--- config.mk ---
export PLATFORM = sky130hd
export DESIGN_NAME = cdfmd_div
export DESIGN_NICKNAME = d
export VERILOG_FILES = /design/src/rtl/core/cdf_max_distance_score_top_macros.svh /design/src/rtl/core/cdfmd_pkg.sv /design/src/rtl/core/cdfmd_div.sv
export SDC_FILE = /design/constraint.sdc
export NUM_CORES = 1
export LEC_CHECK = 0
export BUFFER_PORTS_ARGS = -buffer_cell sky130_fd_sc_hd__buf_4
export CELL_PAD_IN_SITES_DETAIL_PLACEMENT = 1
export CELL_PAD_IN_SITES_GLOBAL_PLACEMENT = 2
export CORE_AREA = 2 2 164 166
export CTS_BUF_LIST = sky130_fd_sc_hd__clkbuf_16
export CTS_CLUSTER_DIAMETER = 50
export DETAILED_ROUTE_END_ITERATION = 8
export DIE_AREA = 0 0 166 168
export GPL_TIMING_DRIVEN = 0
export PLACE_DENSITY = 0.92
export SYNTH_ARGS = -nofsm -noshare
export SYNTH_HDL_FRONTEND = slang
export SYNTH_SLANG_ARGS = --single-unit
export TNS_END_PERCENT = 20
--- constraint.sdc ---
create_clock -name clk_i -period 12 [get_ports clk_i]
set_input_delay 0.6 -clock clk_i [delete_from_list [all_inputs] [get_ports clk_i]]
set_output_delay 0.6 -clock clk_i [all_outputs]
set_load 0.01 [all_outputs]
--- src/rtl/core/cdf_max_distance_score_top_macros.svh ---
// Assertion helpers for the distance score block.
`ifndef CDF_MAX_DISTANCE_SCORE_TOP_MACROS_SVH
`define CDF_MAX_DISTANCE_SCORE_TOP_MACROS_SVH

`ifndef SYNTH
// Property that holds at every clock edge outside reset.
`define CDFMD_ASSERT(lbl, clk, rstn, prop) \
  lbl: assert property (@(posedge clk) disable iff (!(rstn)) (prop)) \
    else $error("cdfmd assertion failed");
// Condition in one cycle forces a consequence in the next.
`define CDFMD_ASSERT_NEXT(lbl, clk, rstn, ante, cons) \
  lbl: assert property (@(posedge clk) disable iff (!(rstn)) (ante) |=> (cons)) \
    else $error("cdfmd assertion failed");
`else
`define CDFMD_ASSERT(lbl, clk, rstn, prop)
`define CDFMD_ASSERT_NEXT(lbl, clk, rstn, ante, cons)
`endif

`endif

--- src/rtl/core/cdfmd_pkg.sv ---
// ----------------------------------------------------------------------------
// cdfmd_pkg
// Shared widths, constants and case codes of the distance score block.
// ----------------------------------------------------------------------------
package cdfmd_pkg;

  localparam int unsigned ChargeW        = 24;
  localparam int unsigned ScoreW         = 17;
  localparam int unsigned CodeW          = 2;
  localparam int unsigned FracSteps      = 16;
  localparam int unsigned NumChannelsDef = 32;

  localparam logic [ScoreW-1:0] ScoreOne = ScoreW'(1 << FracSteps);

  typedef enum logic [CodeW-1:0] {
    CaseNormal   = 2'd0,
    CaseOneZero  = 2'd1,
    CaseBothZero = 2'd2
  } case_e;

endpackage

--- src/rtl/core/cdfmd_div.sv ---
// ----------------------------------------------------------------------------
// cdfmd_div
// Restoring fraction divider: floor(num * 2^16 / den) for num <= den,
// one quotient bit per cycle.
// ----------------------------------------------------------------------------
module cdfmd_div
  import cdfmd_pkg::*;
#(
  parameter int unsigned Width = 58
) (
  input  logic              clk_i,
  input  logic              rst_ni,
  input  logic              start_i,
  input  logic [Width-1:0]  num_i,
  input  logic [Width-1:0]  den_i,
  output logic              done_o,
  output logic [ScoreW-1:0] quot_o
);

  localparam int unsigned StepW = $clog2(FracSteps + 1);

  logic [Width-1:0]  rem_q;
  logic [Width-1:0]  den_q;
  logic [ScoreW-1:0] quot_q;
  logic [StepW-1:0]  step_q;
  logic              busy_q;
  logic              done_q;

  logic [Width:0]    shifted;
  logic              ge;
  logic [Width:0]    diff;

  // First step compares the plain remainder, later ones the doubled one.
  assign shifted = (step_q == '0) ? {1'b0, rem_q} : {rem_q, 1'b0};
  assign ge      = shifted >= {1'b0, den_q};
  assign diff    = shifted - {1'b0, den_q};

  always_ff @(posedge clk_i or negedge rst_ni) begin
    if (!rst_ni) begin
      busy_q <= 1'b0;
      done_q <= 1'b0;
      step_q <= '0;
    end else begin
      done_q <= 1'b0;
      if (start_i) begin
        busy_q <= 1'b1;
        step_q <= '0;
      end else if (busy_q) begin
        if (step_q == StepW'(FracSteps)) begin
          busy_q <= 1'b0;
          done_q <= 1'b1;
        end
        step_q <= step_q + StepW'(1);
      end
    end
  end

  always_ff @(posedge clk_i) begin
    if (start_i) begin
      rem_q  <= num_i;
      den_q  <= den_i;
      quot_q <= '0;
    end else if (busy_q) begin
      rem_q  <= ge ? diff[Width-1:0] : shifted[Width-1:0];
      quot_q <= {quot_q[ScoreW-2:0], ge};
    end
  end

  assign done_o = done_q;
  assign quot_o = quot_q;

endmodule

==> results by group, run 1 <==
Run status
  • Outcome: completed

Drt
  • Wire per inst: 21.5 microns
  • DR iter-0 viols: 719
  • DRC Markers: 0
  • First-pass detailed-route iteration total: 5
  • Post-DRT Antenna Nets: 0
  • Via/cell ratio: 5.71
  • Vias: 9,083
  • Total Wirelength: 34.2 mm

Setup path
  • Most frequent CP cell: clkbuf_1
  • Worst setup path category: reg -> reg
  • CP Launch Point: step_q[0]$_DFFE_PN0P_
  • Critical Path Max Stage Delay: 0.75 ns
  • Ordered list of cells on the worst path: inv_1, ha_1, nand2_1, nor2_1, clkbuf_1, clkbuf_1, mux2_2, ha_1, clkbuf_1, nand2_1, a21oi_1, o21ai_1, a211oi_2, o31a_1, and4b_1, buf_4, or2_1, buf_2, buf_2, nor3_1, nor4_1
  • Slowest-stage cell, CP: clkbuf_1
  • CP Launch Type: flop
  • Reg2Reg Launch Point: step_q[0]$_DFFE_PN0P_
  • Worst path required time: 12.17 ns
  • CP endpoint kind: flop
  • Critical Path AT: 6.71 ns
  • Max FO, Critical Path: 10
  • Worst reg2reg setup slack: 5.46 ns

Place
  • Inst Count DP: 1,558
  • I/O Buffers: 136
  • HPWL after DPL: 25.4 mm
  • Final GP Congestion: 0.926

Yosys
  • FFs w/ async S/R, synth: 5.00%
  • Synthesized net count: 1,261
  • Average cell area after synthesis: 9.27 sq um
  • Synth unique cells: 70
  • Post-synth EDFFs: 116
  • Synth Warn #: 0
  • Mapped Cells: 1,081
  • Primary FF master, synth: edfxtp_1
  • Part of the Yosys area used for sequential elements: 39.9%
  • FF+latch count, synth: 140
  • Netlist Area Pre-Place: 10,000 sq um

Die
  • # rows: 60
  • IO Count: 137
  • Die Span Y: 168 microns
  • Die X: 166 microns
  • Initial Util: 38.0%
  • Die area: 27,900 sq um
  • Core footprint: 26,400 sq um

Clock network
  • Clock Latency Late Sink: 0.44 ns
  • CTS resizes: 0
  • CTS buffer count: 17
  • Clk sinks: 140
  • Max Root-Sink Buffers: 2
  • Setup bufs post-CTS: 0
  • CTS tree: yes
  • H-tree levels: 4
  • Clk slew on worst S/H paths: 0.07 ns
  • Root buffer cell: clkbuf_16

Global routing
  • Grt total ovfl: 0
  • Initial antenna violation count: 0
  • Largest net degree at the start of global routing: 60
  • First-pass GRT wire length: 53.1 mm
  • Gr usage total: 24.5%
  • Vias in the first global route: 9,385

Cells and area
  • Final nets: 1,417
  • Area growth syn-to-layout: 20.1%
  • FF+latch area: 4000 sq um
  • # diodes: 0
  • Area occupied by multi-input gates: 5450 sq um
  • Final core utilization: 45.7%
  • Non-filler instance count after layout: 1,591
  • Fraction of layout cells with a size suffix above 1: 20.1%
  • Filler cells: 3,067

Pwr
  • Leak Pwr: 5.23 nW
  • Logic pwr share: 63.0%
  • Worst VDD drop: 0.000159 V
  • Sw power: 1.63 mW
  • Sw frac: 47.3%
  • Internal Power: 1.81 mW
  • Register share of total power: 21.9%
  • Clock Power Share: 15.1%
  • Pwr dens: 286 nW/um^2

Timing
  • Final setup violation count: 0
  • Final period utilization: 54.5%
  • Unrepaired setup endpoints after global routing: no
  • Final Hold Vio Count: 0
  • Max Fclk: 153 MHz
  • Slew headroom: 36.2%
  • Max Slew Vio Count: 0
  • Clock Skew: 0.0110 ns
  • Worst Tran Pin Value: 0.957 ns
  • Tmin final: 6.54 ns
  • Post-route setup TNS: 0 ns

Worst hold path
  • Class of the worst hold path: in -> reg
  • Hold_sp: den_i[28]

Run
  • Maxcap violations: 0
==> worst paths after layout <==
check	endpoint	cells past startpoint
setup reg to reg	rem_q[35]$_DFFE_PP_	21
hold reg to reg	quot_o[12]$_SDFFE_PP0P_	2
min in group asynchronous	step_q[3]$_DFFE_PN0P_	2
max in group asynchronous	step_q[0]$_DFFE_PN0P_	2
hold / removal	den_q[28]$_DFFE_PP_	1
setup / recovery	rem_q[35]$_DFFE_PP_	21
==> placed cells by master, fill, tap and decap left out, drive strengths merged, types with 30 or more instances in the layout <==
master and count:
buf 158, nand2 130, edfxtp 116, nor2 88, a21oi 79, inv 77
ha 60, clkbuf 59, mux2 58, o21ai 51, a31oi 38, a21o 30
==> per-layer routing <==
layer | track usage [%] | vias to the layer above | share of wire, %
li1 | - | 4259 | -
met3 | 3.27 | 57 | 5.1
met4 | 8.62 | 2 | 2.5
met2 | 40.4 | 274 | 47
met1 | 33.0 | 4491 | 45
met5 | 1.39 | - | 0.14
==> synth_stat cells, types with 4 or more instances <==
library cell  number  share of area [%]
nand4_1           20                1.2
buf_1              6               0.22
xnor2_1           29                2.5
dfrtp_1            7                1.7
o21ai_1           10               0.50
nor4_1             6               0.37
a221oi_1           5               0.44
a21oi_1           78                3.9
and4_1             6               0.52
a221o_1            5               0.50
nand3_1           23                1.1
inv_1             74                2.8
dfxtp_1           17                3.4
xor2_1            23                2.0
a211oi_1           9               0.67
mux2i_1           24                2.4
a2bb2oi_1          9               0.79
mux2_2            58                6.5
buf_4              6               0.45
o31ai_1            4               0.30
ha_1              60                7.5
edfxtp_1         116                 35
o22ai_1            5               0.31
o21ai_0           41                2.0
nor2_1            87                3.3
a21o_1            30                2.2
clkbuf_1          42                1.6
nand2b_1           4               0.25
buf_2              7               0.35
nand2_1          130                4.9
a31oi_1           38                2.4
and3_1            12               0.75
and2_1             7               0.44
nor3_1             9               0.45
o21bai_1          16                1.2
==> sequential cells by signal, indices dropped and copies added, names as in the netlist <==
signal	cells
den_q	58
rem_q	58
quot_o	17
step_q	5
busy_q	1
done_o	1
==> final cells by class <==
| class | count | area share [%] |
|---|---|---|
| multi-input cells | 803 | 45.3 |
| flip-flops and latches | 140 | 33.2 |
| repair buffers | 137 | 8.57 |
| well taps | 341 | 3.55 |
| clock buffers | 17 | 3.54 |
| plain buffers | 64 | 2.44 |
| inverters | 74 | 2.31 |
| clock inverters | 15 | 1.05 |
==> kinds of logic (layout without fill, tap and decap cells) <==
family / after synthesis / after routing / synth area share (%)
simple gates: 326 / 326 / 15.0
fa+ha+maj: 61 / 61 / 7.69
buf+inv: 138 / 307 / 5.71
xor+xnor: 52 / 52 / 4.55
flops: 140 / 140 / 39.9
mux: 82 / 82 / 8.92
compound gates: 282 / 282 / 18.2
==> power by group through the flow <==
stage	Sequential [mW]	Combinational, mW	Clock (mW)
3_3_place_gp	0.755	2.06	0
4_1_cts	0.753	2.13	0.525
2_1_floorplan	0.733	1.55	0
6_report	0.754	2.17	0.521
3_5_place_dp	0.763	2.10	0
5_1_grt	0.769	2.37	0.546
==> what timing repair did <==
action | 4_1_cts | 5_1_grt
hold buffers | 1 | 0
endpoints found under the setup margin | 0 | 0
hold endpoints to repair | 7 | 0
==> metrics by stage <==
| step | setup slack, ns | instance area (sq um) | hold slack [ns] | total power [mW] |
|---|---|---|---|---|
| after floorplan | 7.27 | 10000 | 0.304 | 2.29 |
| final | 5.46 | 12000 | 0.331 | 3.44 |
| after CTS | 5.49 | 12000 | 0.325 | 3.41 |
| after global routing | 5.21 | 12000 | 0.327 | 3.69 |
| after detailed placement | 5.61 | 11500 | 0.420 | 2.87 |
| after global placement | 5.61 | 11500 | 0.418 | 2.81 |
==> critical path, delay by kind of cell (launching register included) <==
kind	cells	cell delay, ns
compound gates	4	1.07
buf+inv	7	2.42
fa+ha+maj	2	0.43
mux	1	0.43
flops	1	0.42
simple gates	7	1.46
No activity file was read; power rests on OpenSTA's default activity.
==> run 2, diff against run 1 <==
--- a/config.mk
+++ b/config.mk
@@ -8,13 +8,13 @@
 export BUFFER_PORTS_ARGS = -buffer_cell sky130_fd_sc_hd__buf_4
 export CELL_PAD_IN_SITES_DETAIL_PLACEMENT = 1
 export CELL_PAD_IN_SITES_GLOBAL_PLACEMENT = 2
-export CORE_AREA = 2 2 164 166
+export CORE_AREA = 2 2 178 180
 export CTS_BUF_LIST = sky130_fd_sc_hd__clkbuf_16
 export CTS_CLUSTER_DIAMETER = 50
 export DETAILED_ROUTE_END_ITERATION = 8
-export DIE_AREA = 0 0 166 168
+export DIE_AREA = 0 0 180 182
 export GPL_TIMING_DRIVEN = 0
-export PLACE_DENSITY = 0.92
+export PLACE_DENSITY = 0.83
 export SYNTH_ARGS = -nofsm -noshare
 export SYNTH_HDL_FRONTEND = slang
 export SYNTH_SLANG_ARGS = --single-unit
==> constraint.sdc (replaced) <==
create_clock -name clk_i -period 5.5 [get_ports clk_i]
set_input_delay 0.275 -clock clk_i [delete_from_list [all_inputs] [get_ports clk_i]]
set_output_delay 0.275 -clock clk_i [all_outputs]
set_load 0.01 [all_outputs]
==> results by group, run 2 (synthesis gave the netlist of run 1 again) <==
Timing
  • Final setup violation count: 0 (unchanged)
  • Final period utilization: 96.1% (+42 points)
  • Post-route setup TNS: 0 ns (unchanged)
  • Final worst slack: 0.214 ns (-5.25 ns)
  • Worst Tran Pin Value: 0.913 ns (-0.0442 ns)
  • Final Hold Vio Count: 0 (unchanged)
  • Slew headroom: 38.9% (+2.7 points)
  • Clock Skew: 0.0139 ns (+0.00292 ns)
  • Hold Slack: 0.119 ns (-0.213 ns)
  • Tmin final: 5.29 ns (-1.25 ns)
  • Max Fclk: 189 MHz (+24%)
  • Max Slew Vio Count: 0 (unchanged)

Setup path
  • CP Launch Type: flop
  • Max FO, Critical Path: 10 (unchanged)
  • Critical Path Max Stage Delay: 0.66 ns (-0.09 ns)
  • Critical Path AT: 5.47 ns (-1.24 ns)
  • Slowest-stage cell, CP: or4_1
  • CP endpoint kind: flop
  • Reg2Reg Launch Point: step_q[0]$_DFFE_PN0P_
  • Worst path required time: 5.68 ns (-6.49 ns)
  • Ordered list of cells on the worst path: inv_1, ha_1, nand2_1, nor2_4, clkbuf_4, buf_4, mux2_2, ha_1, buf_2, nand4_1, or4_1, nor4_1, o2111ai_1, nand3_4, nor2_4, buf_4, a2111oi_1, nor4_2
  • CP Launch Point: step_q[0]$_DFFE_PN0P_
  • Worst-case reg-to-reg path depth: 18 (-14%)
  • Worst setup path category: reg -> reg

Worst hold path
  • Class of the worst hold path: in -> reg
  • WHS Path Cells: 3 (+2)
  • Hold_sp: num_i[2]

Clock network
  • Clk slew on worst S/H paths: 0.07 ns (about the same)
  • Max Root-Sink Buffers: 2 (unchanged)
  • Clk sinks: 140 (unchanged)
  • CTS tree: yes
  • Root buffer cell: clkbuf_16
  • H-tree levels: 4 (unchanged)
  • CTS buffer count: 17 (unchanged)
  • Clock Latency Late Sink: 0.45 ns (about the same)

Global routing
  • Largest net degree at the start of global routing: 60 (unchanged)
  • Gr usage total: 22.0% (-2.5 points)
  • Initial antenna violation count: 0 (unchanged)
  • Grt total ovfl: 0 (unchanged)
  • First-pass GRT wire length: 55.3 mm (+4.2%)
  • Vias in the first global route: 9,535 (+1.6%)

Cells and area
  • Most frequent cells in the layout: buf_4, nand2_1, edfxtp_1
  • Area growth syn-to-layout: 27.8%
  • Filler cells: 3,558 (+16%)
  • Area occupied by multi-input gates: 5490 sq um (+0.73%)
  • Fraction of layout cells with a size suffix above 1: 20.8% (+0.68 points)
  • FF+latch area: 4000 sq um (unchanged)
  • Final nets: 1,477 (+4.2%)
  • Most common cell after layout, fill and taps aside: buf_4
  • # diodes: 0 (unchanged)

Run status
  • Outcome: completed

Die
  • Initial Util: 32.3% (-5.7 points)
  • Die Span Y: 182 microns (+8.3%)
  • Core footprint: 31,000 sq um (+18%)
  • Die area: 32,800 sq um (+17%)
  • Die X: 180 microns (+8.4%)
  • # rows: 65 (+8.3%)
  • IO Count: 137 (unchanged)

Drt
  • Wire per inst: 20.8 microns (-3.4%)
  • Total Wirelength: 35.6 mm (+4.0%)
  • DRC Markers: 0 (unchanged)
  • Post-DRT Antenna Nets: 0 (unchanged)
  • First-pass detailed-route iteration total: 4 (-1)
  • DR iter-0 viols: 635 (-12%)
  • Vias: 9,065 (-0.20%)
  • Via/cell ratio: 5.29 (-7.3%)

Pwr
  • Pwr Total: 7.60 mW (+120%)
  • Leak Pwr: 5.56 nW (+6.4%)
  • Worst VDD drop: 0.000268 V (+68%)
  • Pwr dens: 594 nW/um^2 (+110%)

Place
  • Pre-CTS setup slack: -0.972 ns (-6.58 ns)
  • I/O Buffers: 136 (unchanged)
  • HPWL after DPL: 26.3 mm (+3.8%)
  • Final GP Congestion: 0.880 (-4.9%)

Run
  • Maxcap violations: 0 (unchanged)
run 2: worst max-delay path: cells and delay by family (launching register included):
family                   cells  cell delay (ns)
adder cells (fa/ha/maj)      2             0.44
buffers and inverters        5             1.04
AO/OA/AOI/OAI                2             0.78
multiplexers                 1             0.38
flip-flops                   1             0.42
AND/OR/NAND/NOR              8             1.95
run 2: metal layers:
layer / global-route usage [%] / vias up / part of all wire [%]
li1: - / 4378 / -
met1: 28.4 / 4472 / 46
met2: 37.5 / 179 / 48
met3: 4.01 / 36 / 4.0
met4: 6.63 / 0 / 1.9
met5: 0 / - / 0
run 2: through the flow:
stage	utilization [%]	instance area, sq um	instances
6_report	41.3	12800	1712
5_1_grt	41.3	12800	1712
4_1_cts	41.1	12700	1711
3_5_place_dp	37.4	11600	1620
3_3_place_gp	37.3	11500	1619
2_1_floorplan	-	10000	1081
run 2: layout make-up:
class	count	area share (%)
multi-input cells	803	42.9
flip-flops and latches	140	31.2
repair buffers	200	13.0
well taps	402	3.93
clock buffers	18	3.52
plain buffers	61	2.40
inverters	74	2.17
clock inverters	14	0.821
run 2: final timing paths:
kind	end	slack, ns
max reg2reg	rem_q[50]$_DFFE_PP_	0.21
max in group asynchronous	step_q[0]$_DFFE_PN0P_	5.19
min in group asynchronous	done_o$_DFF_PN0_	0.18
min	rem_q[2]$_DFFE_PP_	0.12
max	rem_q[50]$_DFFE_PP_	0.21
min reg2reg	quot_o[16]$_SDFFE_PP0P_	0.52
run 2: power breakdown:
| group | internal (mW) | switching, mW |
|---|---|---|
| sequential | 1.51 | 0.147 |
| combinational | 1.90 | 2.90 |
| clock | 0.612 | 0.538 |
run 2: what timing repair did:
| item | CTS | global route |
|---|---|---|
| hold buffers | 59 | 0 |
| setup buffers | 0 | 4 |
| pin swaps | 0 | 2 |
| setup endpoints to repair | 59 | 58 |
| endpoints found under the hold margin | 65 | 0 |
| resized for setup | 14 | 14 |
==> run 3, diff against run 2 <==
--- a/config.mk
+++ b/config.mk
@@ -14,6 +14,7 @@
 export DETAILED_ROUTE_END_ITERATION = 8
 export DIE_AREA = 0 0 180 182
 export GPL_TIMING_DRIVEN = 0
+export MAX_ROUTING_LAYER = met4
 export PLACE_DENSITY = 0.83
 export SYNTH_ARGS = -nofsm -noshare
 export SYNTH_HDL_FRONTEND = slang
==> constraint.sdc (replaced) <==
create_clock -name clk_i -period 4.85 [get_ports clk_i]
set_input_delay 0.2425 -clock clk_i [delete_from_list [all_inputs] [get_ports clk_i]]
set_output_delay 0.2425 -clock clk_i [all_outputs]
set_load 0.01 [all_outputs]
==> results by group, run 3 (synthesis gave the netlist of run 1 again) <==
Run status
  • Outcome: completed

Cells and area
  • Most common cell after layout, fill and taps aside: buf_4
  • Fraction of layout cells with a size suffix above 1: 23.6% (+2.8 points)
  • Area occupied by multi-input gates: 5620 sq um (+2.3%)
  • Final nets: 1,487 (+0.68%)
  • Filler cells: 3,569 (+0.31%)
  • Most frequent cells in the layout: buf_4, nand2_1, edfxtp_1
  • Final core utilization: 42.5% (+1.2 points)
  • Non-filler instance count after layout: 1,722 (+0.58%)
  • # diodes: 0 (unchanged)
  • FF+latch area: 4000 sq um (unchanged)
  • Area growth syn-to-layout: 31.4%
  • Post-route cell area: 13,200 sq um (+2.8%)

Timing
  • Hold Slack: 0.0967 ns (-0.0222 ns)
  • Final period utilization: 97.3% (+1.2 points)
  • Tmin final: 4.72 ns (-0.569 ns)
  • Max Slew Vio Count: 0 (unchanged)
  • Max Fclk: 212 MHz (+12%)
  • Worst Tran Pin Value: 0.915 ns (+0.00232 ns)
  • Final Hold Vio Count: 0 (unchanged)
  • Final setup violation count: 0 (unchanged)
  • Final worst slack: 0.133 ns (-0.0810 ns)
  • Clock Skew: 0.0164 ns (+0.00251 ns)
  • Slew headroom: 38.7% (-0.16 points)
  • Unrepaired setup endpoints after global routing: yes

Setup path
  • Max FO, Critical Path: 10 (unchanged)
  • CP endpoint kind: flop
  • Worst reg2reg setup slack: 0.13 ns (-0.08 ns)
  • CP Launch Type: flop
  • CP Launch Point: step_q[1]$_DFFE_PN0P_
  • Worst path required time: 5.13 ns (-0.55 ns)
  • Critical Path AT: 5.00 ns (-0.47 ns)
  • Reg2Reg Launch Point: step_q[1]$_DFFE_PN0P_
  • Worst setup path category: reg -> reg

Global routing
  • Grt total ovfl: 0 (unchanged)
  • Largest net degree at the start of global routing: 60 (unchanged)
  • First-pass GRT wire length: 55.0 mm (-0.52%)
  • Vias in the first global route: 9,519 (-0.17%)
  • Initial antenna violation count: 0 (unchanged)
  • Gr usage total: 22.6% (+0.55 points)

Clock network
  • Clock Latency Late Sink: 0.45 ns (about the same)
  • Max Root-Sink Buffers: 2 (unchanged)
  • CTS buffer count: 17 (unchanged)
  • CTS tree: yes
  • H-tree levels: 4 (unchanged)
  • Root buffer cell: clkbuf_16
  • Clk slew on worst S/H paths: 0.07 ns (about the same)
  • Clk sinks: 140 (unchanged)

Place
  • Final GP Congestion: 0.902 (+2.5%)
  • Inst Count DP: 1,620 (unchanged)
  • Pre-CTS setup slack: -1.57 ns (-0.601 ns)
  • I/O Buffers: 136 (unchanged)
  • HPWL after DPL: 26.4 mm (+0.32%)
  • Placed cell area: 11,600 sq um (unchanged)

Pwr
  • Worst VDD drop: 0.000304 V (+13%)
  • Leak Pwr: 5.69 nW (+2.4%)
  • Pwr dens: 680 nW/um^2 (+14%)

Worst hold path
  • Class of the worst hold path: in -> reg
  • Hold_sp: num_i[49]

Drt
  • Vias: 9,116 (+0.56%)
  • Wire per inst: 20.8 microns (+0.21%)
  • First-pass detailed-route iteration total: 5 (+1)
  • Total Wirelength: 35.9 mm (+0.80%)
  • Via/cell ratio: 5.29 (about the same)
  • DRC Markers: 0 (unchanged)
  • Post-DRT Antenna Nets: 0 (unchanged)
  • DR iter-0 viols: 571 (-10%)

Die
  • Die Span Y: 182 microns (unchanged)
  • Initial Util: 32.3% (unchanged)
  • Die area: 32,800 sq um (unchanged)
  • IO Count: 137 (unchanged)
  • Core footprint: 31,000 sq um (unchanged)
  • Die X: 180 microns (unchanged)
  • # rows: 65 (unchanged)

Run
  • Maxcap violations: 0 (unchanged)
==> run 3: final timing paths <==
path	to	depth (start not counted)
setup / recovery	rem_q[54]$_DFFE_PP_	16
max in group asynchronous	step_q[2]$_DFFE_PN0P_	2
setup reg to reg	rem_q[54]$_DFFE_PP_	16
hold / removal	rem_q[49]$_DFFE_PP_	3
min in group asynchronous	busy_q$_DFF_PN0_	2
hold reg to reg	quot_o[0]$_SDFFE_PP0P_	2
==> run 3: metrics by stage <==
stage	TNS (ns)	power [mW]
final	0	8.95
after global routing	-0.113	9.63
after floorplan	0	5.66
after detailed placement	-84.97	7.16
after CTS	0	8.78
after global placement	-80.57	7.05
==> run 3: layer usage <==
metal / part of all wire, % / up-vias / track usage, %
met3: 3.4 / 37 / 3.35
met5: 0 / - / -
met4: 2.0 / 0 / 6.18
met1: 46 / 4478 / 29.0
met2: 48 / 197 / 37.1
li1: - / 4404 / -
==> run 3: where the power goes <==
part / internal [mW] / leakage (nW) / switching, mW
logic: 2.33 / 4.00 / 3.38
clock network: 0.737 / 0.293 / 0.619
registers: 1.71 / 1.40 / 0.171
==> run 3: critical path, cell delays in order (launching register included) <==
cell and delay [ns]:
dfrtp_1 0.41, inv_1 0.07, ha_1 0.16, nand2_1 0.09, nor2_4 0.17, buf_4 0.28
mux2_2 0.40, fa_1 0.48, a211oi_1 0.37, nor2_2 0.14, o2111ai_1 0.33, a31oi_1 0.22
a211oi_2 0.44, o21bai_1 0.26, a21o_1 0.27, a211o_1 0.30, a31oi_1 0.17
==> run 3: what timing repair did <==
action | in CTS | in global routing
hold buffers | 59 | 0
buffers inserted | 12 | 9
hold endpoints to repair | 65 | 0
pin swaps | 9 | 9
setup endpoints to repair | 59 | 55
resized for setup | 39 | 26
==> run 3: layout make-up <==
type | count | area share, %
clock inverters | 13 | 0.884
well taps | 402 | 3.82
plain buffers | 54 | 2.83
multi-input cells | 803 | 42.7
clock buffers | 19 | 3.61
inverters | 74 | 2.11
repair buffers | 217 | 13.7
flip-flops and latches | 140 | 30.4
